## config.mk

```make
export PLATFORM = sky130hd
export DESIGN_NAME = tcba_cmd_fifo
export DESIGN_NICKNAME = d
export VERILOG_FILES = /design/src/design/tcba_pkg.sv /design/src/design/tcba_cmd_fifo.sv
export SDC_FILE = /design/constraint.sdc
export NUM_CORES = 1
export LEC_CHECK = 0
export ABC_AREA = 1
export BUFFER_PORTS_ARGS = -buffer_cell sky130_fd_sc_hd__buf_4
export CORE_MARGIN = 2
export CORE_UTILIZATION = 50
export CTS_CLUSTER_DIAMETER = 60
export DETAILED_ROUTE_END_ITERATION = 16
export PLACE_DENSITY = 0.74
export SLEW_MARGIN = 0
export SYNTH_ARGS = -nofsm -noshare
export SYNTH_HDL_FRONTEND = slang
export SYNTH_SLANG_ARGS = --single-unit
```

## constraint.sdc

```tcl
create_clock -name aclk -period 1.9 [get_ports aclk]
set_clock_uncertainty 0.05 [all_clocks]
set_input_delay 0.38 -clock aclk [delete_from_list [all_inputs] [get_ports aclk]]
set_output_delay 0.38 -clock aclk [all_outputs]
set_load 0.05 [all_outputs]
```

## src/design/tcba_pkg.sv

```systemverilog
// Shared types and constants of the two-class block allocator.
// Used by every module of the block; depends on nothing.
`default_nettype none

package tcba_pkg;

    localparam int ADDR_W = 48;
    localparam int SIZE_W = 16;
    localparam int MODE_W = 2;
    localparam int STATUS_W = 2;
    localparam int OP_W = 3;

    typedef enum logic [MODE_W-1:0] {
        MODE_ALLOC,
        MODE_FREE,
        MODE_REINIT,
        MODE_UNUSED
    } mode_t;

    typedef enum logic [STATUS_W-1:0] {
        ST_OK,
        ST_TOO_LARGE,
        ST_EXHAUSTED,
        ST_OUTSIDE
    } status_t;

    typedef enum logic [OP_W-1:0] {
        OP_ALLOC_S,
        OP_ALLOC_L,
        OP_FREE_S,
        OP_FREE_L,
        OP_REINIT,
        OP_TOO_BIG,
        OP_OUTSIDE,
        OP_NOP
    } op_t;

    typedef enum logic [1:0] {
        F_IDLE,
        F_CLASS,
        F_SPLIT,
        F_DIV
    } front_state_t;

    typedef enum logic {
        B_IDLE,
        B_ALLOC
    } back_state_t;

    typedef enum logic [1:0] {
        TAKE_POP,
        TAKE_FRESH,
        TAKE_NONE
    } take_t;

    typedef struct packed {
        logic full;
        logic empty;
    } fifo_status_t;

endpackage

`default_nettype wire

```

## src/design/tcba_cmd_fifo.sv

```systemverilog
// Two-entry command queue between the front end and the pool engine.
// Depends on tcba_pkg for the status struct.
`default_nettype none

module tcba_cmd_fifo import tcba_pkg::*; #(
    parameter int DATA_W = 13
) (
    input  wire logic              aclk,
    input  wire logic              aresetn,
    input  wire logic              push,
    input  wire logic [DATA_W-1:0] din,
    input  wire logic              pop,
    output logic [DATA_W-1:0]      dout,
    output fifo_status_t           st
);

    logic [DATA_W-1:0] entry_reg [2];
    logic              wr_ptr_reg, wr_ptr_next;
    logic              rd_ptr_reg, rd_ptr_next;
    logic [1:0]        cnt_reg, cnt_next;
    logic              do_push, do_pop;

    always_comb begin
        st.full     = cnt_reg == 2'd2;
        st.empty    = cnt_reg == 2'd0;
        do_push     = push && !st.full;
        do_pop      = pop && !st.empty;
        wr_ptr_next = wr_ptr_reg ^ do_push;
        rd_ptr_next = rd_ptr_reg ^ do_pop;
        cnt_next    = cnt_reg + {1'b0, do_push} - {1'b0, do_pop};
        dout        = entry_reg[rd_ptr_reg];
    end

    always_ff @(posedge aclk) begin
        if (!aresetn) begin
            wr_ptr_reg <= 1'b0;
            rd_ptr_reg <= 1'b0;
            cnt_reg    <= 2'd0;
        end else begin
            wr_ptr_reg <= wr_ptr_next;
            rd_ptr_reg <= rd_ptr_next;
            cnt_reg    <= cnt_next;
        end
    end

    always_ff @(posedge aclk) begin
        if (do_push) begin
            entry_reg[wr_ptr_reg] <= din;
        end
    end

endmodule

`default_nettype wire

```

After elaboration in Yosys (flattened, before gate mapping)
Memory sizes are Yosys's and may differ from the RTL's. A register that Yosys moved wholly into a read port is not among the register bits.
Index checks and enable logic that the tools add are counted.
{"block": "totals", "reg_bits": 4, "latchBits": 0, "ram_bits": 26, "rom_bits": 0, "inputBits": 17, "out_inout_bits": 15, "n_memories": 1}
{"block": "op_classes", "n_addsub": 2, "mul": 0, "div_mod_pow": 0, "magnitude_cmp": 0, "n_eq_ne": 1, "n_shift": 0, "mux": 3, "bitwise": 2, "n_reduce_logical": 5}
{"name": "entry_reg", "words": 2, "width": 13, "read_ports": 1, "rd_clocked_by_memory_dff": 1, "write_ports": 1, "line_no": "tcba_cmd_fifo.sv:17", "rtl": "logic [DATA_W-1:0] entry_reg [2];"}
{"operator": "2-to-1 mux 1 bit", "count": 3}
{"operator": "adder 2 x 1 -> 2 bit", "count": 1}
{"operator": "== test 2 bit, second input constant", "count": 1}
{"operator": "logical AND 1 bit", "count": 2}
{"operator": "zero test 1 bit", "count": 2}
{"operator": "zero test 2 bit", "count": 1}
{"operator": "subtractor 2 x 1 -> 2 bit", "count": 1}
{"operator": "bitwise XOR 1 bit", "count": 2}

Depth between registers and ports, before layout
Gate-level depths: netlist (run 1).
{"block": "depth", "word_depth": 5, "mapped_depth": 10, "ltp_nobuf": 10}

Worst setup path after synthesis (run 1)
OpenSTA, ideal clock, no wires.
{"block": "synth_timing", "kind": "reg2reg", "startpoint": "register cnt_reg[0]", "endpoint": "register cnt_reg[1]", "t_arrival_ns": 1.920, "required_ns": 1.735, "setup_slack_ns": -0.185, "path_stages_with_launch": 10, "synth_period_minus_slack_ns": 2.085, "cell_sequence": "dfxtp_1 -> nor2_1 -> nor2_1 -> ha_1 -> inv_1 -> ha_1 -> inv_1 -> nand2_1 -> a21oi_1 -> nor2_1"}
{"item": "from (decl)", "line_no": "tcba_cmd_fifo.sv:20", "rtl": "logic [1:0] cnt_reg, cnt_next;"}
{"item": "from (signal assigned)", "line_no": "tcba_cmd_fifo.sv:42", "rtl": "cnt_reg <= cnt_next;"}

==> results of run 1 <==
-- routing by layer --
metal / vias up / share of wire, %
li1: 341 / -
met2: 22 / 58
met5: - / 0
met4: 0 / 0.87
met3: 2 / 7.9
met1: 315 / 33
-- critical path, stage by stage (launching register included) --
cell and delay [ps]:
dfxtp_2 400, buf_12 160, mux2_4 300, buf_4 190
-- cell usage in the layout, fill, tap and decap left out --
| cell | n |
|---|---|
| nand3_1 | 2 |
| nor2_1 | 7 |
| clkbuf_4 | 5 |
| ha_1 | 4 |
| nor2_2 | 1 |
| mux2_4 | 10 |
| buf_4 | 31 |
| buf_12 | 1 |
| inv_1 | 10 |
| nand2_1 | 6 |
| a21oi_1 | 1 |
| dfxtp_1 | 4 |
| edfxtp_1 | 26 |
| o21ai_0 | 1 |
| dfxtp_2 | 1 |
| clkbuf_1 | 3 |
| mux2_2 | 3 |
-- final cells by class --
| cell class | instances | area share [%] |
|---|---|---|
| sequential | 31 | 56.3 |
| multi-input combinational | 35 | 19.7 |
| timing repair buffer | 32 | 16.1 |
| clock buffer | 8 | 3.11 |
| inverter | 10 | 2.39 |
| tap | 30 | 2.39 |
-- cells by family after synthesis --
group                    Yosys count  share of synthesized area (%)
multiplexers                      13                           14.9
adder cells (fa/ha/maj)            4                           4.05
flip-flops                        31                           71.3
AND/OR/NAND/NOR                   16                           5.06
AO/OA/AOI/OAI                      2                          0.809
buffers and inverters             11                           3.95
-- metrics by stage --
step                util, %  std cells  hold WS, ps
floorplan                 -         77          417
global placement       63.0        138          438
detailed placement     63.0        138          447
CTS                    65.1        146          183
global route           65.1        146          171
finish                 65.1        146          203
-- synthesized netlist by cell type --
cell type / number
edfxtp_1: 26
mux2_4: 10
nand2_1: 6
nand3_1: 2
mux2_2: 3
ha_1: 4
dfxtp_1: 5
nor2_1: 8
a21oi_1: 1
buf_6: 1
o21ai_0: 1
inv_1: 10
-- final timing paths --
kind	from	slack, ps	endpoint
min	din[10]	200	entry_reg[1][10]
max reg2reg	cnt_reg[1]	300	entry_reg[1][5]
max	flip-flop	110	dout[7]
min reg2reg	rd_ptr_reg	460	flip-flop
-- power by group through the flow --
stage | logic (uW) | registers [uW] | clock network [uW]
floorplan | 801 | 948 | 0
global placement | 1050 | 958 | 0
detailed placement | 1070 | 971 | 0
CTS | 1070 | 957 | 351
global route | 1130 | 965 | 383
finish | 1060 | 954 | 335
==> results list, run 1 <==
- Along the worst hold path, the cell count comes to 1.
* Sw Pwr: ~920 uW
- Setup-failing EPs final: 0
- Met2 capacity usage during global routing: between 20% and 30%
- Fraction of layout instances using a drive strength above 1: between 40% and 50%
- Remaining max-slew budget at the tightest pin: between 60% and 70%
- Biggest area consumer among synthesized cells: edfxtp_1
* #FFs+latches synth: 31
- Antenna Nets Post-Route: 0
- # DRC: 0
- The count of buffers added on input and output ports is 31.
- GRT met1 Usage: between 10% and 20%
* Synth Cell Area: about 0.0012 sq mm
* Sum of net half-perimeters after detailed placement: around 1.4 mm
- After the last flow step, the layout net total stands at approximately 140.
- Sequential elements use between 70% and 80% of the synthesized area.
- Power density of the placed cells: 1500 mW/mm^2
- Chip height: between 50 and 60 um
- Path depth of the worst reg2reg path: 4
* All-layer global routing usage: 14.4%
- Die span in x: 53.7 um
* Hold bufs inserted after CTS: 0
* Remaining global-route overflow: 0
- Summed over all cells, the static leakage comes to roughly 0.00066 uW.
- Dividing the detail-routed wire length by the instance count gives between 10 and 15 um.
* Cells after synthesis: between 70 and 80
- The worst path needs 1790 ps of the cycle, external delays included.
* Die footprint: just under 0.003 sq mm
- Highest net fanout along the worst path: 10
- Each instance of the synthesized netlist takes up on average between 15 and 20 sq um.
- Across the VDD grid, the largest voltage drop is 984 uV.
* Placeable Area: 0.00241 sq mm
- Timing analysis after detailed placement gives a worst setup slack of 267 ps.
- The max-slew violation count was 0.
- Post-synthesis to final-layout area growth: 26.8%
- For this block, the via count after detailed routing is 680.
* Leading post-synthesis cells by cell area: edfxtp_1 (63%), mux2_4 (12%), dfxtp_1 (8.1%)
* Final WS setup: about 110 ps
- Worst-Margin Slew: between 500 and 600 ps
- Dividing the detail-routed via count by the number of cells gives 4.66.
- 1st-pass router iterations: 2
* Largest net degree at the start of global routing: 14
* GRT met3 Usage: approximately 6.1%
* Layer carrying the most global-route usage: met2
* Power Total: 2350 uW
- After routing the design area is approximately 0.0016 sq mm.
- Nature of the critical path startpoint: flip-flop
- Max-cap viol count: 0
- Yosys mapped the design onto 12 distinct sky130hd cell types.
- Hold Fails Final Rpt: 0
- The path class of the tightest hold or removal check is input port to flip-flop.
* Placer Congestion: about 0.62
- Per report_power, the combinational group accounts for a little under half of the total.
- Number of rows created at floorplan: 18
- TritonCTS buffer count: 5
* Critical path required time: 1470 ps
* Design internal power: ~1400 uW
- Switching part of the total: ~39%
- Fillers: 190
* Area used by multi-input combinational logic: 309 sq um
- Max reg flops: 26
- Max H-tree Level: 2
- The number of antenna violations at the first check in global routing was 0.
* # diodes: 0
- The initial utilization of the core area, before any placement, comes to around half.
- The clock reaches the later pin of the worst-skew pair after around 300 ps.
- After detailed placement, the total cell area comes to approximately 0.0015 sq mm.
- TritonCTS built the clock tree.
- The number of global-route vias before repair came to between 600 and 700.
- FF/Latch Area: around 900 sq um
* Net count of the mapped netlist: 98
- Clk sinks: 31
* Fraction of the cycle the final worst path needs: between 90% and 100%
* Final-layout setup total negative slack: 0 ps
- After clock tree synthesis, the clock-pin slew on the worst setup and hold paths is ~90 ps.
* Sequential Power Share: 40.7%
* Type of element capturing the critical path: output port
* Clk buf depth: 2
- # IOs: 32
* Share of Yosys cell area claimed by the top area cell type: between 60% and 70%
* Total number of yosys warnings: 0
- The run finished with clean final reports.
* Part of the power in the clock network: 14.3%
* Count of cells resized by post-cts repair: 1
- Once the clock tree was built, the setup fixing pass inserted 0 buffers.
* Root buffer selected by CTS: clkbuf_4
- For the worst setup path, the data arrival time is 1360 ps.
- Summed over all layers, the routed wires come to between 1.5 and 2 mm.
- Setup repair after global routing left no endpoint under its margin.
- Iter 0 DRT Violations: 5
- The first global-routing pass estimated between 2 and 3 mm of wire.
* Classification of the worst setup path: flip-flop to output port
- Timing would allow up to approximately 560 MHz.
(Power assumes the default switching activity.)
==> inputs of run 2 (changes only) <==
- PLACE_DENSITY: 0.74 -> not set
- PLACE_DENSITY_LB_ADDON: not set -> 0.05
==> run 2 against run 1 <==
Net effect: count of clock-buffer cells in the layout shrank 1; worst setup slack gained 4.0 ps; sequential cell count is the same.
==> results list, run 2 (same netlist as run 1, synthesis figures left out) <==
- The run finished with clean final reports.
- Final WS setup: 113 ps (+3.97 ps)
* Hold path start: din[11]
* Number of antenna violations at the first check in global routing: 0 (unchanged)
- The core outline area came to 0.00241 sq mm (unchanged).
* Leading cell types in the layout, fill and taps excluded: buf_4 (33), edfxtp_1 (26), inv_1 (10), mux2_4 (10), nor2_1 (7)
- Post-synthesis to final-layout area growth: 26.4%
- Worst-Margin Slew: 627 ps (+44.1 ps)
* TritonCTS buffer count: 5 (unchanged)
- FF/Latch Area: 881 sq um (-0.14%)
- Final-layout setup total negative slack: 0 ps (unchanged)
- Total number of nets in the final design: 137 (+0.74%)
* Mean number of vias per cell: 4.80 (+3.0%)
- RSZ-0062 raised after global routing: false
- Clk_lat worst skew: 310 ps (about the same)
* Count of final max-slew check failures: 0 (unchanged)
- Fillers: 181 (-4.7%)
- Wire length of the first global-routing pass: 2.70 mm (+1.8%)
- The minimum setup slack among reg-to-reg paths was 270 ps (-30 ps).
- The total power per unit cell area was 1490 mW/mm^2 (-0.54%).
- Hold Fails Final Rpt: 0 (unchanged)
* Nature of the critical path startpoint: flip-flop
- The area of the die is 0.00289 sq mm (unchanged).
- The path depth of the worst reg2reg path came to 4 (unchanged).
- Clk buf depth: 2 (unchanged)
- 1st-pass router iterations: 4 (+2)
- The count of boundary I/O pins came to 32 (unchanged).
- Setup repair bufs after CTS: 0 (unchanged)
- TritonCTS clock tree: yes
* Area used by multi-input combinational logic: 309 sq um (unchanged)
* Remaining global-route overflow: 0 (unchanged)
- The maximum number of pins on one net before global-route repair came to 14 (unchanged).
- Type of the tightest min-delay check: input port to flip-flop
* Chip height: 53.7 um (unchanged)
- The minimum setup slack after placement was 250 ps (-16.8 ps).
- The clock transition at the registers of the reported paths is 90 ps (about the same).
- The number of global-route vias before repair came to 658 (-2.1%).
- Count of cells resized by post-cts repair: 0 (-1)
* Total length of routed wires: 1.72 mm (-6.5%)
* Critical path required time: 1470 ps (about the same)
* Highest net fanout along the worst path: 7 (-3)
- The final weighted congestion in routability-driven placement was 0.668 (+8.4%).
- The worst slew slack as a fraction of its limit was 58.2% (-2.9 points).
- The most critical setup path has its endpoint at dout[5].
- The flip-flop count of the largest register after layout was 26 (unchanged).
- Die span in x: 53.7 um (unchanged)
- Most common cell after layout, fill and taps aside: buf_4
- The number of antenna diodes is 0 (unchanged).
* Iter 0 DRT Violations: 16 (+11)
* All-layer global routing usage: 13.9% (-0.47 points)
* Classification of the worst setup path: flip-flop to output port
- The total half-perimeter wirelength after legalization and detailed placement came to 1.31 mm (-8.5%).
- The H-tree depth came to 2 (unchanged).
- The number of placement rows came to 18 (unchanged).
- The post-layout minimum cycle time was 1790 ps (-3.97 ps).
* Fraction of the cycle the final worst path needs: 94.1% (-0.21 points)
- Clk sinks: 31 (unchanged)
* Hold bufs inserted after CTS: 0 (unchanged)
* Total via count in the routed design: 705 (+3.7%)
* Root buffer selected by CTS: clkbuf_4
- In this run the critical register-to-register path is launched from cnt_reg[1].
- Port Buffers: 31 (unchanged)
- The effective utilization at floorplan came to 51.3% (unchanged).
* # DRC: 0 (unchanged)
* Reg-to-Reg End: entry_reg[1][10]
- The worst setup path is captured at an output port.
- Setup-failing EPs final: 0 (unchanged)
- The maximum clock frequency came to 560 MHz (+0.22%).
* Leakage component of the power: 0.000668 uW (+0.66%)
- Fraction of layout instances using a drive strength above 1: 45.3% (+0.47 points)
* Antenna Nets Post-Route: 0 (unchanged)
- Detail-routed net length per standard cell: 11.7 um (-7.2%)
- Max-cap viol count: 0 (unchanged)
* Arrival time at the worst endpoint: 1360 ps (about the same)
- The maximum ir drop on the vdd rail was 980 uV (-0.40%).
## run 2: final cells by class
class / count / share of cell area, %
Sequential cell: 31 / 56.4
Multi-Input combinational cell: 35 / 19.8
Timing Repair Buffer: 33 / 15.9
Clock buffer: 7 / 2.88
Inverter: 10 / 2.40
Tap cell: 30 / 2.40
Clock inverter: 1 / 0.320
## run 2: power by group
group          leakage [uW]  internal (uW)  switching (uW)
Sequential         0.000284            890            51.2
Combinational      0.000355            382             668
Clock             0.0000293            144             191
Total              0.000668           1420             910
## run 2: metrics by stage
step / std cells / total power (uW) / util [%] / hold slack [ps] / cell area (sq um)
2_1_floorplan: 77 / 1750 / - / 417 / 1240
3_3_place_gp: 139 / 2010 / 62.8 / 441 / 1510
3_5_place_dp: 139 / 2020 / 62.8 / 469 / 1510
4_1_cts: 147 / 2360 / 64.8 / 184 / 1560
5_1_grt: 147 / 2460 / 64.8 / 172 / 1560
6_report: 147 / 2330 / 64.8 / 201 / 1560
## run 2: per-layer routing
| layer | GRT usage [%] | part of all wire, % |
|---|---|---|
| met3 | 5.83 | 7.6 |
| met5 | 0 | 0 |
| met1 | 14.6 | 41 |
| met2 | 24.6 | 51 |
| met4 | 5.13 | 0 |
## run 2: critical path, cell delays in order, from the launching register on
cell     delay [ps]
dfxtp_1         340
buf_4           200
mux2_4          320
buf_4           190
## run 2: how the worst min path moves through the flow
stage / endpoint / slack [ps] / cells after the start
floorplan: flip-flop / 420 / 2
global placement: rd_ptr_reg / 440 / 2
detailed placement: flip-flop / 470 / 2
CTS: entry_reg[0][11] / 180 / 1
global route: entry_reg[1][5] / 170 / 1
finish: entry_reg[0][11] / 200 / 1
