$ cat src/design/tcba_pkg.sv
// Shared types and constants of the two-class block allocator.
// Used by every module of the block; depends on nothing.
`default_nettype none

package tcba_pkg;

    localparam int ADDR_W = 48;
    localparam int SIZE_W = 16;
    localparam int MODE_W = 2;
    localparam int STATUS_W = 2;
    localparam int OP_W = 3;

    typedef enum logic [MODE_W-1:0] {
        MODE_ALLOC,
        MODE_FREE,
        MODE_REINIT,
        MODE_UNUSED
    } mode_t;

    typedef enum logic [STATUS_W-1:0] {
        ST_OK,
        ST_TOO_LARGE,
        ST_EXHAUSTED,
        ST_OUTSIDE
    } status_t;

    typedef enum logic [OP_W-1:0] {
        OP_ALLOC_S,
        OP_ALLOC_L,
        OP_FREE_S,
        OP_FREE_L,
        OP_REINIT,
        OP_TOO_BIG,
        OP_OUTSIDE,
        OP_NOP
    } op_t;

    typedef enum logic [1:0] {
        F_IDLE,
        F_CLASS,
        F_SPLIT,
        F_DIV
    } front_state_t;

    typedef enum logic {
        B_IDLE,
        B_ALLOC
    } back_state_t;

    typedef enum logic [1:0] {
        TAKE_POP,
        TAKE_FRESH,
        TAKE_NONE
    } take_t;

    typedef struct packed {
        logic full;
        logic empty;
    } fifo_status_t;

endpackage

`default_nettype wire

$ cat src/design/tcba_front.sv
// Front end: accepts requests, checks size and region, and turns a free address
// into a block index by reciprocal multiplication. Depends on tcba_pkg.
`default_nettype none

module tcba_front import tcba_pkg::*; #(
    parameter int SMALL_BLOCKS = 1024,
    parameter int LARGE_BLOCKS = 256,
    parameter int SMALL_BLOCK_BYTES = 256,
    parameter int LARGE_BLOCK_BYTES = 4224,
    localparam int SIW = $clog2(SMALL_BLOCKS),
    localparam int LIW = $clog2(LARGE_BLOCKS),
    localparam int QW = (SIW > LIW) ? SIW : LIW
) (
    input  wire logic                aclk,
    input  wire logic                aresetn,
    input  wire logic                s_valid,
    output logic                     s_ready,
    input  wire logic [MODE_W-1:0]   s_mode,
    input  wire logic [SIZE_W-1:0]   s_request_size,
    input  wire logic [ADDR_W-1:0]   s_block_address,
    input  wire logic [ADDR_W-1:0]   region_base,
    input  wire fifo_status_t        fifo_st,
    output logic                     push,
    output op_t                      push_op,
    output logic [QW-1:0]            push_idx
);

    localparam logic [63:0] SMALL_BYTES = 64'(SMALL_BLOCKS) * 64'(SMALL_BLOCK_BYTES);
    localparam logic [63:0] TOTAL_BYTES =
        SMALL_BYTES + 64'(LARGE_BLOCKS) * 64'(LARGE_BLOCK_BYTES);
    localparam int OW = $clog2(TOTAL_BYTES);
    localparam int SDB = $clog2(SMALL_BLOCK_BYTES);
    localparam int LDB = $clog2(LARGE_BLOCK_BYTES);
    // quotient is exact for any offset below 2**OW with this shift
    localparam int RSH = OW + ((SDB > LDB) ? SDB : LDB);
    localparam logic [63:0] S_RECIP =
        ((64'd1 << RSH) + 64'(SMALL_BLOCK_BYTES) - 64'd1) / 64'(SMALL_BLOCK_BYTES);
    localparam logic [63:0] L_RECIP =
        ((64'd1 << RSH) + 64'(LARGE_BLOCK_BYTES) - 64'd1) / 64'(LARGE_BLOCK_BYTES);
    localparam int MW = $clog2(((S_RECIP > L_RECIP) ? S_RECIP : L_RECIP) + 64'd1);
    localparam int PW = (OW + MW > RSH + QW) ? OW + MW : RSH + QW;
    localparam logic [ADDR_W-1:0] TOTAL_A = ADDR_W'(TOTAL_BYTES);
    localparam logic [OW-1:0] SMALL_OFF = OW'(SMALL_BYTES);
    localparam logic [SIZE_W-1:0] SBB = SIZE_W'(SMALL_BLOCK_BYTES);
    localparam logic [SIZE_W-1:0] LBB = SIZE_W'(LARGE_BLOCK_BYTES);

    front_state_t        state_reg, state_next;
    mode_t               mode_reg, mode_next;
    logic [SIZE_W-1:0]   size_reg, size_next;
    logic [ADDR_W-1:0]   addr_reg, addr_next;
    logic [OW-1:0]       off_reg, off_next;
    logic [OW-1:0]       rem_reg, rem_next;
    logic                large_reg, large_next;

    logic [ADDR_W:0]     diff;
    logic                outside;
    logic                split_large;
    logic [MW-1:0]       recip;
    logic [PW-1:0]       prod;

    always_ff @(posedge aclk) begin
        if (!aresetn) begin
            state_reg <= F_IDLE;
        end else begin
            state_reg <= state_next;
        end
    end

    always_ff @(posedge aclk) begin
        mode_reg  <= mode_next;
        size_reg  <= size_next;
        addr_reg  <= addr_next;
        off_reg   <= off_next;
        rem_reg   <= rem_next;
        large_reg <= large_next;
    end

    always_comb begin
        state_next = state_reg;
        mode_next  = mode_reg;
        size_next  = size_reg;
        addr_next  = addr_reg;
        off_next   = off_reg;
        rem_next   = rem_reg;
        large_next = large_reg;
        s_ready    = 1'b0;
        push       = 1'b0;
        push_op    = OP_NOP;
        push_idx   = '0;

        diff        = {1'b0, addr_reg} - {1'b0, region_base};
        outside     = diff[ADDR_W] || (diff[ADDR_W-1:0] >= TOTAL_A);
        split_large = off_reg >= SMALL_OFF;
        recip       = large_reg ? MW'(L_RECIP) : MW'(S_RECIP);
        prod        = PW'(rem_reg) * PW'(recip);

        unique case (state_reg)
            F_IDLE: begin
                s_ready = !fifo_st.full;
                if (s_valid && !fifo_st.full) begin
                    mode_next  = mode_t'(s_mode);
                    size_next  = s_request_size;
                    addr_next  = s_block_address;
                    state_next = F_CLASS;
                end
            end
            F_CLASS: begin
                unique case (mode_reg)
                    MODE_ALLOC: begin
                        push = 1'b1;
                        if (size_reg > LBB) begin
                            push_op = OP_TOO_BIG;
                        end else if (size_reg > SBB) begin
                            push_op = OP_ALLOC_L;
                        end else begin
                            push_op = OP_ALLOC_S;
                        end
                        state_next = F_IDLE;
                    end
                    MODE_FREE: begin
                        if (outside) begin
                            push       = 1'b1;
                            push_op    = OP_OUTSIDE;
                            state_next = F_IDLE;
                        end else begin
                            off_next   = diff[OW-1:0];
                            state_next = F_SPLIT;
                        end
                    end
                    MODE_REINIT: begin
                        push       = 1'b1;
                        push_op    = OP_REINIT;
                        state_next = F_IDLE;
                    end
                    MODE_UNUSED: begin
                        push       = 1'b1;
                        push_op    = OP_NOP;
                        state_next = F_IDLE;
                    end
                endcase
            end
            F_SPLIT: begin
                large_next = split_large;
                rem_next   = split_large ? (off_reg - SMALL_OFF) : off_reg;
                state_next = F_DIV;
            end
            F_DIV: begin
                push       = 1'b1;
                push_op    = large_reg ? OP_FREE_L : OP_FREE_S;
                push_idx   = prod[RSH +: QW];
                state_next = F_IDLE;
            end
        endcase
    end

endmodule

`default_nettype wire

$ cat config.mk
export PLATFORM = sky130hd
export DESIGN_NAME = tcba_front
export DESIGN_NICKNAME = d
export VERILOG_FILES = /design/src/design/tcba_pkg.sv /design/src/design/tcba_front.sv
export SDC_FILE = /design/constraint.sdc
export NUM_CORES = 1
export LEC_CHECK = 0
export ABC_AREA = 1
export BUFFER_PORTS_ARGS = -buffer_cell sky130_fd_sc_hd__buf_2
export CORE_MARGIN = 2
export CORE_UTILIZATION = 50
export DETAILED_ROUTE_END_ITERATION = 6
export PLACE_DENSITY = 0.69
export SLEW_MARGIN = 10
export SYNTH_ARGS = -nofsm -noshare
export SYNTH_HDL_FRONTEND = slang
export SYNTH_SLANG_ARGS = --single-unit
$ cat constraint.sdc
create_clock -name aclk -period 6.71 [get_ports aclk]
set_clock_uncertainty 0.1 [all_clocks]
set_input_delay 0.3355 -clock aclk [delete_from_list [all_inputs] [get_ports aclk]]
set_output_delay 0.3355 -clock aclk [all_outputs]
set_load 0.01 [all_outputs]
# ---- After elaboration in Yosys (flattened, before gate mapping)
# Cells that the tools add are included.
dict set report totals {
  elab_cells 47
  ff_bits 111
  out_inout_bits 15
  inputBits 119
}
dict set report classes {
  mux 17
  n_bitwise 1
  magnitude_cmp 4
  n_reduce_logical 8
  addsub 2
  mul 1
  n_eq_ne 7
}
# operator n
set op_table {}
lappend op_table {{$sub 48x48->49} 1}
lappend op_table {{$ge 48x21->1 const B} 1}
lappend op_table {{$mul 21x27->44} 1}
lappend op_table {{$mux 27} 1}
lappend op_table {{$ge 21x19->1 const B} 1}
lappend op_table {{$mux 21} 1}
lappend op_table {{$sub 21x19->21 const B} 1}
lappend op_table {{$gt 16x13->1 const B} 1}
lappend op_table {{$gt 16x9->1 const B} 1}
lappend op_table {{$pmux 3 s4} 1}
lappend op_table {{$mux 10} 1}
lappend op_table {{$eq 2x2->1 const B} 4}
lappend op_table {{$pmux 2 s4} 1}
lappend op_table {{$pmux 3 s2} 1}
lappend op_table {{$mux 1} 5}
lappend op_table {{$eq 2x1->1 const B} 2}
lappend op_table {{$logic_not 2->1} 2}
lappend op_table {{$mux 2} 2}
lappend op_table {{$pmux 1 s2} 2}
lappend op_table {{$pmux 2 s2} 1}
lappend op_table {{$mux 3} 1}
lappend op_table {{$reduce_and 3->1} 1}
lappend op_table {{$reduce_or 3->1} 1}
lappend op_table {{$ne 2x2->1 const B} 1}
lappend op_table {{other kinds (5)} 5}

# ---- Longest topological paths before layout
# Gate-level depths: netlist of the first run.
dict set report logic_depth {
  ltp_word 6
  mapped_depth 33
}

# ---- Least setup slack after synthesis of the first run
# No wires, ideal clock.
dict set report synth_timing {
  kind {register to output}
  from {reg large_reg}
  to {out push_idx[5]}
  path_slack_ns 0.287
  required_ns 6.274
  n_path_buf 2
  path_stages_with_launch 24
  arrival_time_ns 5.987
  cell_sequence {edfxtp_1 clkbuf_1 clkbuf_1 nand2_1 inv_1 fa_1 ha_1 inv_1 fa_1 inv_1 fa_1 fa_1 inv_1 fa_1 fa_1 inv_1 ha_1 a21oi_1 o21ai_0 a21o_1 a221oi_1 nand2_1 nand2_1 nor3b_1}
}
dict set report synth_via {
  elab_chain_len 3
}
# element line_no
set synth_lines {}
lappend synth_lines {{start: declaration} tcba_front.sv:53} ;# logic large_reg, large_next;
lappend synth_lines {{start signal: assignment} tcba_front.sv:75} ;# large_reg <= large_next;
lappend synth_lines {{$mux 27} tcba_front.sv:94} ;# recip = large_reg ? MW'(L_RECIP) : MW'(S_RECIP);
lappend synth_lines {{$mul 21x27->44} tcba_front.sv:95} ;# prod = PW'(rem_reg) * PW'(recip);
lappend synth_lines {{$mux 10} tcba_front.sv:97} ;# unique case (state_reg)
lappend synth_lines {{end: declaration} tcba_front.sv:25} ;# output logic [QW-1:0] push_idx
# No other way between the ends.

# ---- Worst setup path in the final report of the first run
dict set report layout_timing {
  from {reg large_reg}
  to {out push_idx[3]}
}
# Same word-level chain as after synthesis.

==> summary by stage, run 1 <==
Power and ir drop
The power share of the clock group is 10.3%. The leakage power summed over all cells is 9.344 nW. The maximum resistive drop on vdd is 0.3217 mV. The combinational power share is 75.4%. The sequential share of power is 14.3%. The internal portion of the total power is 2.939 mW. The overall power of the completed layout is 5.646 mW. The power density over the cells is 316.4 mW/mm². In this run the power spent charging and discharging nets is 2.706 mW. Of the total power, the share spent switching nets is 47.94%.

Finish
The register with the most flip-flops in the layout has 48 of them. Summing all non-filler instances in the final layout gives an area of 0.01785 mm². The signed area change from the synthesized netlist to the final layout is 21.17%. The area of all sequential standard cells is 0.003313 mm². The layout has 2612 filler cells. The net count of the finished layout is 2569.

The post-route netlist has 22.67% of its cells at a drive strength greater than 1. The number of antenna cells inserted is 0. The multi-input gate area in the final layout is 0.01070 mm².

Critical path
The slowest stage of the critical path belongs to the cell sky130_fd_sc_hd__fa_2. Data on the critical path is required at its endpoint by 6.27 ns. On the worst path, the slowest cell contributes a delay of 0.60 ns. The launching element type of the critical path is a register. The worst setup path is captured at an output pin. The start-to-end type of the worst setup path is register to output pin. Data arrives at the worst endpoint at 6.19 ns. The maximum fanout along the worst path is 8.

Floorplanning
Row generation in the floorplan step produced 62 rows. Pin placement for this block handled 134 I/O pins. The core region is 0.02886 mm². The vertical die dimension is 175.6 µm. The initial utilization of the core area, before any placement, comes to 51.04%. The die width is 175.6 µm.

The die area is 0.03084 mm².

Global route
The initial antenna violation count is 0. The via count of the first global-routing pass is 12670. The largest net degree at the start of global routing is 67. The total routing resource utilization after global routing is 24.79%. The global route total overflow is 0. The wire length of the first global-routing pass is 60.08 mm.

Hold path
The min-delay analysis places its worst path in the category input port to register.

Logic synthesis
In the synthesized netlist the async set-or-reset flop fraction comes to 0%. The mean area per synthesized cell is 7.647 µm². Summing every instance area after synthesis gives 0.01473 mm². The dominant register cell in the synthesized netlist is sky130_fd_sc_hd__edfxtp_1.

The Yosys warning count is 0. In the post-synthesis netlist, the biggest area contributors are sky130_fd_sc_hd__edfxtp_1 22%, sky130_fd_sc_hd__ha_1 18%, sky130_fd_sc_hd__fa_1 16%. The net count after synthesis is 2374. The library cell occupying the most area in the post-synthesis netlist is sky130_fd_sc_hd__edfxtp_1.

After synthesis, the netlist uses 41 different library cells. The sequential-to-total area share from yosys stat is 22.50%. After synthesis the netlist holds a flip-flop and latch count of 111. The proportion of netlist area held by the largest area contributor is 22.22%.

The dominant cell by count in the synthesized netlist is sky130_fd_sc_hd__inv_1. Sorting the synthesized cells by how often they occur yields 495 x sky130_fd_sc_hd__inv_1, 468 x sky130_fd_sc_hd__nand2_1, 212 x sky130_fd_sc_hd__ha_1. Yosys mapped a number of flops with a built-in enable equal to 109. The gate count of the mapped netlist is 1926.

Clock tree
CTS built an H-tree with a depth of 3. The clock-pin slew on the worst setup and hold paths is 0.08 ns. TritonCTS built the clock tree.

The later-pin clock latency in the skew report is 0.37 ns. Counting the buffers created by CTS gives 9. The total clock sinks is 111. Hold repair after CTS inserted 0 buffers.

The clock passes through at most 2 buffers. The cell at the root of the clock tree is sky130_fd_sc_hd__clkbuf_16.

STA
The tightest hold margin is 0.03123 ns. Summed over all failing endpoints, the final setup total negative slack is 0 ns. The setup violation total in the final timing report is 0. The total count of max-transition violations in the final report came to 0.

The routed design could run at a clock period as short as 6.625 ns. The worst setup slack after layout is 0.08480 ns. The slew at the pin closest to its max-slew limit is 1.093 ns. Measured against its own limit, the worst slew margin works out to 27.06%. Based on the critical path, the design can be clocked at up to 0.1509 GHz. The worst path uses 98.74% of the clock period. The number of endpoints with negative hold slack in the final report is 0. Setup repair after global routing could not meet its margin everywhere.

Place
The worst setup slack after placement is -0.04742 ns. The placer congestion estimate is 0.9582. Detailed placement finished with a half-perimeter wire length of 32.28 mm. The area of placed instances is 0.01601 mm². In this run the tool buffered the top-level ports with 132 buffer cells.

Routing
For this run, the detailed router's first-pass iteration total came to 5. The final route contains 12580 vias. The detail route stage leaves a number of antenna-violating nets equal to 0.

The vias per cell is 5.010. The number of remaining DRC errors is 0. The routed design has 38.90 mm of wire. The average wire per cell in the routed design is 15.50 µm. The iteration-0 DRC count of the detailed router is 589.

Outcome
The flow ran to the end, and the final reports show no timing, DRC or antenna violations.

Run
The count of max-cap constraint violations is 0.
## worst max-delay path: cells and delay by family (launching register included)
kind,cells,cell delay (ns)
compound gates,6,1.05
simple gates,3,0.16
flops,1,0.51
xor+xnor,1,0.09
fa+ha+maj,8,3.20
buf+inv,9,0.80
## metal layers
metal | vias to the layer above | share of wire, % | GRT usage [%]
li1 | 6344 | - | -
met5 | - | 0 | 0
met3 | 95 | 3.0 | 1.991
met4 | 0 | 4.2 | 9.435
met2 | 294 | 51 | 45.92
met1 | 5842 | 42 | 29.91
## power groups by stage
stage	logic, mW	registers [mW]	clock network [mW]
6_report	4.26	0.808	0.582
5_1_grt	4.64	0.810	0.626
4_1_cts	2.92	0.807	0.596
3_5_place_dp	2.61	0.823	0
3_3_place_gp	2.58	0.822	0
2_1_floorplan	1.93	0.821	0
## what timing repair did
action / 4_1_cts / 5_1_grt
setup endpoints to repair: 10 / 10
resized for setup: 54 / 221
setup buffers: 12 / 24
pin swaps: 16 / 107
endpoints found under the hold margin: 0 / 0
## worst paths after layout
path              cells past startpoint  slack, ns             startpoint                     end
setup / recovery                     27       0.08    large_reg$_DFFE_PP_             push_idx[3]
hold / removal                        1       0.03    s_block_address[36]  addr_reg[36]$_DFFE_PP_
setup reg to reg                     19       3.41  addr_reg[0]$_DFFE_PP_    off_reg[9]$_DFFE_PP_
hold reg to reg                       0       0.36  off_reg[10]$_DFFE_PP_   rem_reg[10]$_DFFE_PP_
## area by class of cell
cell class	instances	area share, %
flip-flops and latches	111	18.57
well taps	384	2.692
clock inverters	7	0.5469
repair buffers	188	6.345
inverters	504	10.63
multi-input cells	1307	59.96
clock buffers	9	1.262
## metrics by stage
stage	util [%]	std cells
floorplan	-	1926
global placement	55.49	2458
global route	61.84	2510
detailed placement	55.49	2458
finish	61.84	2510
CTS	57.83	2486
## cells in the final DEF, fill, tap and decap left out, types with 6 or more instances in the layout
master,netlist,final
sky130_fd_sc_hd__buf_4,0,47
sky130_fd_sc_hd__inv_1,495,456
sky130_fd_sc_hd__ha_4,0,46
sky130_fd_sc_hd__nand2_4,0,7
sky130_fd_sc_hd__xor2_1,22,20
sky130_fd_sc_hd__o21ai_2,1,9
sky130_fd_sc_hd__edfxtp_1,109,109
sky130_fd_sc_hd__nand4_1,17,17
sky130_fd_sc_hd__o21ai_0,39,23
sky130_fd_sc_hd__xnor2_1,11,9
sky130_fd_sc_hd__nor2_4,4,11
sky130_fd_sc_hd__a21oi_4,0,7
sky130_fd_sc_hd__nor4_1,11,8
sky130_fd_sc_hd__clkbuf_16,0,9
sky130_fd_sc_hd__nand2_1,468,429
sky130_fd_sc_hd__a21oi_1,83,61
sky130_fd_sc_hd__nor2_1,163,142
sky130_fd_sc_hd__o21ai_1,0,7
sky130_fd_sc_hd__ha_2,0,6
sky130_fd_sc_hd__nand3_1,51,49
sky130_fd_sc_hd__fa_1,117,101
sky130_fd_sc_hd__buf_6,0,7
sky130_fd_sc_hd__nand2_2,16,47
sky130_fd_sc_hd__nand3_2,9,11
sky130_fd_sc_hd__fa_2,0,16
sky130_fd_sc_hd__a21oi_2,2,17
sky130_fd_sc_hd__buf_2,0,132
sky130_fd_sc_hd__inv_2,9,46
sky130_fd_sc_hd__o21bai_1,8,7
sky130_fd_sc_hd__nor2_2,13,27
sky130_fd_sc_hd__nor3_1,14,13
sky130_fd_sc_hd__ha_1,212,160
## kinds of logic after synthesis
logic type      Yosys count  synth area share, %
fa+ha+maj               329                33.91
buf+inv                 508                12.95
xor+xnor                 33                1.962
simple gates            784                22.51
compound gates          161                6.168
flops                   111                22.50
No activity file was read; power rests on OpenSTA's default activity.
==> inputs of run 2 (changes only) <==
- clock period: 6.71 -> 6.7 ns (I/O delays scaled with it)
==> summary by stage, run 2 (synthesis results as in run 1) <==
Power and ir drop
The power density over the cells is 306.7 mW/mm² (was 316.4 mW/mm²). The maximum resistive drop on vdd was 0.3107 mV (was 0.3217 mV). The leakage power summed over all cells is 9.290 nW (was 9.344 nW). The overall power of the completed layout is 5.385 mW (was 5.646 mW).

Clock tree
The clock-pin slew on the worst setup and hold paths is 0.08 ns (about the same). The number of buffers created by CTS is 9 (unchanged). The clock tree from TritonCTS was done (unchanged). The cell at the root of the clock tree is sky130_fd_sc_hd__clkbuf_16 (unchanged). The number of levels in the clock H-tree is 3 (unchanged). The clock tree buffer depth is 2 (unchanged). The total clock sinks was 111 (unchanged). The later-pin clock latency in the skew report is 0.37 ns (about the same). The cts-stage hold buffer count is 0 (unchanged).

STA
The smallest clock period supported by the final layout is computed as 6.701 ns. The number of endpoints with negative hold slack in the final report is 0 (unchanged). Of the available clock period, the critical path in the final layout requires 100.0%. The slew at the pin closest to its max-slew limit was 1.089 ns (was 1.093 ns).

The max-slew headroom at the worst pin is 27.30% (was 27.06%). The setup violation total in the final timing report was 1 (was 0). The setup total negative slack is -0.0007376 ns (was 0 ns). The total count of max-transition violations in the final report is 0 (unchanged).

Timing would allow up to 0.1492 GHz. RSZ-0062 raised after global routing: true (unchanged). The worst setup slack after layout is -0.0007376 ns (was 0.08480 ns).

Finish
The ratio of cells with drive above 1 in the final layout came to 21.03% (was 22.67%). The number of nets in the layout is 2564 (was 2569). The area of all sequential standard cells is 0.003313 mm² (unchanged). Commonest cells after routing, fill and taps aside: 460 x sky130_fd_sc_hd__inv_1, 439 x sky130_fd_sc_hd__nand2_1, 170 x sky130_fd_sc_hd__ha_1, 143 x sky130_fd_sc_hd__nor2_1, 132 x sky130_fd_sc_hd__buf_2 (was 456 x sky130_fd_sc_hd__inv_1, 429 x sky130_fd_sc_hd__nand2_1, 160 x sky130_fd_sc_hd__ha_1, 142 x sky130_fd_sc_hd__nor2_1, 132 x sky130_fd_sc_hd__buf_2). The number of flip-flops in the largest register came to 48 (unchanged).

The signed area change from the synthesized netlist to the final layout is 19.22% (was 21.17%). The number of antenna cells inserted was 0 (unchanged). The multi-input gate area in the final layout is 0.01051 mm² (was 0.01070 mm²). The core occupancy in the finished layout is 60.85% (was 61.84%). The most common library cell in the layout ignoring fill and taps is sky130_fd_sc_hd__inv_1 (unchanged). The count of filler cells inserted in the layout is 2605 (was 2612). The non-filler instance count after layout was 2505 (was 2510).

Global route
The via count of the first global-routing pass is 12600 (was 12670). The largest net degree at the start of global routing is 67 (unchanged). The global route total overflow is 0 (unchanged). The wire length of the first global-routing pass is 60.13 mm (was 60.08 mm). The total routing resource utilization after global routing is 24.84% (was 24.79%).

The initial antenna violation count came to 0 (unchanged).

Floorplanning
The area of the core region is 0.02886 mm² (unchanged). The initial cell density of the core is 51.04% (unchanged). The die width came to 175.6 µm (unchanged). The number of I/O pins is 134 (unchanged).

The die area came to 0.03084 mm² (unchanged). The vertical die dimension is 175.6 µm (unchanged). The number of placement rows is 62 (unchanged).

Critical path
The arrival time of data at the critical path endpoint was 6.27 ns (was 6.19 ns). The maximum fanout along the worst path is 5 (was 8). The worst reg2reg path startpoint is addr_reg[0]$_DFFE_PP_ (unchanged). The required arrival time at the worst endpoint came to 6.26 ns (was 6.27 ns). The highest cell delay on the worst timing path came to 0.55 ns (was 0.60 ns). The first element of the critical path is large_reg$_DFFE_PP_ (unchanged). The cell with the largest stage delay on the worst path is sky130_fd_sc_hd__fa_1 (was sky130_fd_sc_hd__fa_2). By instance count, the cell type seen most on the critical path is sky130_fd_sc_hd__inv_1. The launching element type of the critical path is a register (unchanged). The kind of end point of the critical path is an output pin (unchanged). The start-to-end type of the worst setup path is register to output pin (unchanged).

Hold path
The start point of the worst hold path is s_block_address[2] (was s_block_address[36]). The path category of the worst min-delay check is input port to register (unchanged).

Routing
The number of detailed-routing iterations run before antenna repair is 5 (unchanged). The iteration-0 DRC count of the detailed router is 706 (was 589). The average wire per cell in the routed design is 15.35 µm (was 15.50 µm). The detailed-route wire length is 38.44 mm (was 38.90 mm). The number of nets with antenna violations after routing is 0 (unchanged).

The number of remaining DRC errors is 0 (unchanged). The vias per cell was 5.016 (was 5.010). The vias after detailed routing came to 12570 (was 12580).

Place
The number of cells after detailed placement was 2459 (was 2458). The worst setup slack after placement is 0.02703 ns (was -0.04742 ns). The post-DP HPWL is 32.56 mm (was 32.28 mm). The number of port buffers is 132 (unchanged). The placer congestion estimate is 0.9311 (was 0.9582).

Outcome
The final reports fail on setup timing. Outcome: complete, but fails checks (was complete, no violations).

Run
The count of max-cap constraint violations is 0 (unchanged).
run 2: layout make-up:
class                   instances  share of cell area, %
multi-input cells            1307                  59.83
flip-flops and latches        111                  18.87
inverters                     504                  10.77
clock buffers                   9                  1.283
repair buffers                183                  6.028
well taps                     384                  2.736
clock inverters                 7                 0.4845
run 2: worst paths after layout:
check,end,slack (ns),cells past startpoint
min,addr_reg[2]$_DFFE_PP_,0.03,1
max,push_idx[1],-0.0007,27
min reg2reg,rem_reg[10]$_DFFE_PP_,0.35,0
max reg2reg,off_reg[9]$_DFFE_PP_,3.33,13
run 2: critical path, delay by kind of cell (launching register included):
| family | cells | cell delay, ns |
|---|---|---|
| AO/OA/AOI/OAI | 3 | 0.45 |
| XOR/XNOR | 2 | 0.37 |
| adder cells (fa/ha/maj) | 8 | 3.21 |
| buffers and inverters | 10 | 0.89 |
| flip-flops | 1 | 0.51 |
| AND/OR/NAND/NOR | 4 | 0.43 |
run 2: per-layer routing:
metal,track usage [%],up-vias,routed length [µm]
met2,46.42,311,19950
met5,0,-,0
li1,-,6333,-
met4,8.127,0,1153
met1,30.07,5855,15970
met3,2.121,67,1369
run 2: stage by stage:
stage,hold slack (ns),area (µm²)
2_1_floorplan,0.3169,14730
3_3_place_gp,0.3302,16020
3_5_place_dp,0.3292,16020
4_1_cts,0.02090,16640
5_1_grt,0.01841,17560
6_report,0.02989,17560
run 2: power breakdown:
part	internal, mW	switching [mW]	leakage (nW)	total [mW]
clock network	0.267	0.286	0.147	0.553
registers	0.798	0.0107	1.02	0.809
logic	1.68	2.34	8.12	4.02
run 2: repair_timing:
item                                    in CTS  in global routing
setup buffers                               14                 16
endpoints found under the setup margin      10                 10
resized for setup                           53                180
pin swaps                                   24                 84
==> inputs of run 3 (changes only) <==
- REMOVE_ABC_BUFFERS: not set -> 1
- TNS_END_PERCENT: not set -> 10
==> summary by stage, run 3 (synthesis results as in run 1) <==
Outcome
Outcome: complete, no violations (was complete, but fails checks).

Critical path
The start-to-end type of the worst setup path is register to output pin (unchanged). The cell repeated most along the worst path is sky130_fd_sc_hd__inv_1 (unchanged). The launching element type of the critical path was a register (unchanged). The arrival time of data at the critical path endpoint is 6.18 ns (was 6.27 ns).

The required arrival time at the worst endpoint is 6.26 ns (about the same). The maximum fanout along the worst path is 7 (was 5). The largest delay contributor family on the critical path is adder cells (unchanged).

The kind of end point of the critical path is an output pin (unchanged). The cell with the largest stage delay on the worst path was sky130_fd_sc_hd__fa_1 (unchanged). The buffers plus inverters on the worst setup path is 8 (was 10). The highest cell delay on the worst timing path came to 0.53 ns (was 0.55 ns).

Power and ir drop
The switching power is 2.562 mW (was 2.637 mW). The overall power of the completed layout came to 5.254 mW (was 5.385 mW). The maximum resistive drop on vdd is 0.2789 mV (was 0.3107 mV). The power share of the clock group is 10.7% (was 10.3%). The combinational power share is 73.9% (was 74.7%). The cell-internal power came to 2.691 mW (was 2.747 mW). The power density over the cells was 300.4 mW/mm² (was 306.7 mW/mm²).

The sequential share of power was 15.4% (was 15.0%). The switching power share of the total is 48.77% (was 48.98%). The leakage power summed over all cells was 9.271 nW (was 9.290 nW).

Routing
The sum of met2 wire segment lengths after detailed routing was 19.45 mm (was 19.95 mm). The sum of routed wire segments on met1 is 16.17 mm (was 15.97 mm). The average wire per cell in the routed design is 15.26 µm (was 15.35 µm). The iteration-0 DRC count of the detailed router is 633 (was 706). The number of detailed-routing iterations run before antenna repair is 5 (unchanged). The highest metal layer with signal wires is met4 (unchanged). The detailed-route wire length was 38.12 mm (was 38.44 mm). The number of nets with antenna violations after routing is 0 (unchanged).

The number of remaining DRC errors is 0 (unchanged). The vias after detailed routing is 12440 (was 12570). The vias per cell came to 4.978 (was 5.016). The total length of routed met3 wires is 1.132 mm (was 1.369 mm).

Hold path
The path category of the worst min-delay check is input port to register (unchanged).

Global route
The total routing resource utilization after global routing is 24.57% (was 24.84%). The via count of the first global-routing pass is 12500 (was 12600). The largest net degree at the start of global routing is 67 (unchanged). The global route total overflow was 0 (unchanged). The initial antenna violation count is 0 (unchanged). The wire length of the first global-routing pass is 59.57 mm (was 60.13 mm).

STA
The total count of max-transition violations in the final report is 0 (unchanged). The final period demand of the worst path is 6.618 ns (was 6.701 ns). RSZ-0062 raised after global routing: true (unchanged).

The setup violation total in the final timing report is 0 (was 1). The number of endpoints with negative hold slack in the final report is 0 (unchanged). The max-slew headroom at the worst pin is 27.38% (was 27.30%). The slew at the pin closest to its max-slew limit was 1.088 ns (was 1.089 ns). The final clock period utilization by the worst path was 98.77% (was 100.0%). The highest clock rate is 0.1511 GHz (was 0.1492 GHz).

Floorplanning
The vertical die dimension is 175.6 µm (unchanged). The area of the core region is 0.02886 mm² (unchanged). The die width was 175.6 µm (unchanged). The die area came to 0.03084 mm² (unchanged). The number of placement rows is 62 (unchanged).

The initial cell density of the core is 51.04% (unchanged). The number of I/O pins is 134 (unchanged).

Finish
The count of filler cells inserted in the layout was 2654 (was 2605). The signed area change from the synthesized netlist to the final layout was 18.75% (was 19.22%). The non-filler instance count after layout is 2499 (was 2505). The number of antenna cells inserted is 0 (unchanged).

The number of flip-flops in the largest register is 48 (unchanged). The number of nets in the layout is 2558 (was 2564). The core occupancy in the finished layout is 60.61% (was 60.85%). The ratio of cells with drive above 1 in the final layout is 19.95% (was 21.03%). Commonest cells after routing, fill and taps aside: 465 x sky130_fd_sc_hd__inv_1, 442 x sky130_fd_sc_hd__nand2_1, 173 x sky130_fd_sc_hd__ha_1, 143 x sky130_fd_sc_hd__nor2_1, 132 x sky130_fd_sc_hd__buf_2 (was 460 x sky130_fd_sc_hd__inv_1, 439 x sky130_fd_sc_hd__nand2_1, 170 x sky130_fd_sc_hd__ha_1, 143 x sky130_fd_sc_hd__nor2_1, 132 x sky130_fd_sc_hd__buf_2). The most common library cell in the layout ignoring fill and taps is sky130_fd_sc_hd__inv_1 (unchanged).

Place
The number of port buffers was 132 (unchanged). The post-DP HPWL came to 32.35 mm (was 32.56 mm). The number of cells after detailed placement is 2463 (was 2459). The placer congestion estimate is 0.9665 (was 0.9311).

Clock tree
The clock tree buffer depth was 2 (unchanged). The number of buffers created by CTS is 9 (unchanged). The cell at the root of the clock tree is sky130_fd_sc_hd__clkbuf_16 (unchanged). The number of levels in the clock H-tree is 3 (unchanged). The later-pin clock latency in the skew report is 0.38 ns (was 0.37 ns). The clock-pin slew on the worst setup and hold paths is 0.09 ns (was 0.08 ns).

The total clock sinks was 111 (unchanged). The cts-stage hold buffer count is 0 (unchanged). The clock tree from TritonCTS is done (unchanged).

Run
The count of max-cap constraint violations is 0 (unchanged).
[run 3: cell count changes in the layout (fill, tap and decap cells not counted), sizes merged]
cell and delta:
clkinvlp -1, clkinv +1, clkbuf +1, buf -7
[run 3: layout make-up]
class                           count  area, µm²  share of cell area [%]
Multi-Input combinational cell   1307      10450                   59.72
Timing Repair Buffer              177       1040                   5.945
Clock buffer                        9      225.2                   1.288
Tap cell                          384      480.5                   2.747
Sequential cell                   111       3313                   18.94
Inverter                          504       1899                   10.86
Clock inverter                      7      86.33                  0.4936
[run 3: layer usage]
| metal | vias up | GRT usage (%) |
|---|---|---|
| met5 | - | 0 |
| met4 | 0 | 8.540 |
| met3 | 75 | 2.186 |
| met2 | 276 | 45.44 |
| met1 | 5767 | 29.88 |
| li1 | 6322 | - |
[run 3: power groups by stage]
| stage | Clock (mW) | Combinational [mW] | Sequential (mW) |
|---|---|---|---|
| final | 0.564 | 3.88 | 0.809 |
| after global routing | 0.601 | 4.28 | 0.811 |
| after CTS | 0.575 | 2.78 | 0.808 |
| after detailed placement | 0 | 2.61 | 0.824 |
| after global placement | 0 | 2.58 | 0.823 |
| after floorplan | 0 | 1.93 | 0.824 |
[run 3: worst paths after layout]
kind	start	endpoint	slack, ns	cells after the start
worst min register to register	off_reg[10]$_DFFE_PP_	rem_reg[10]$_DFFE_PP_	0.35	0
worst max register to register	addr_reg[0]$_DFFE_PP_	off_reg[9]$_DFFE_PP_	3.37	19
worst min-delay path	s_request_size[0]	size_reg[0]$_DFFE_PP_	0.02	1
worst max-delay path	large_reg$_DFFE_PP_	push_idx[3]	0.08	32
[run 3: through the flow]
step	instance area (µm²)	hold slack, ns	TNS (ns)	setup slack, ns
after CTS	16560	0.01986	-0.02415	-0.008201
after detailed placement	16060	0.3298	0	0.1645
after global placement	16060	0.3308	0	0.2778
after floorplan	14710	0.3169	0	0.04284
final	17490	0.02431	0	0.08222
after global routing	17490	0.01467	-1.074	-0.1638
[run 3: what timing repair did]
action                                  4_1_cts  5_1_grt
cloned                                        1        1
endpoints found under the setup margin        8       10
gates resized for setup                      37      178
pin swaps                                    18       82
buffers inserted                              4       15
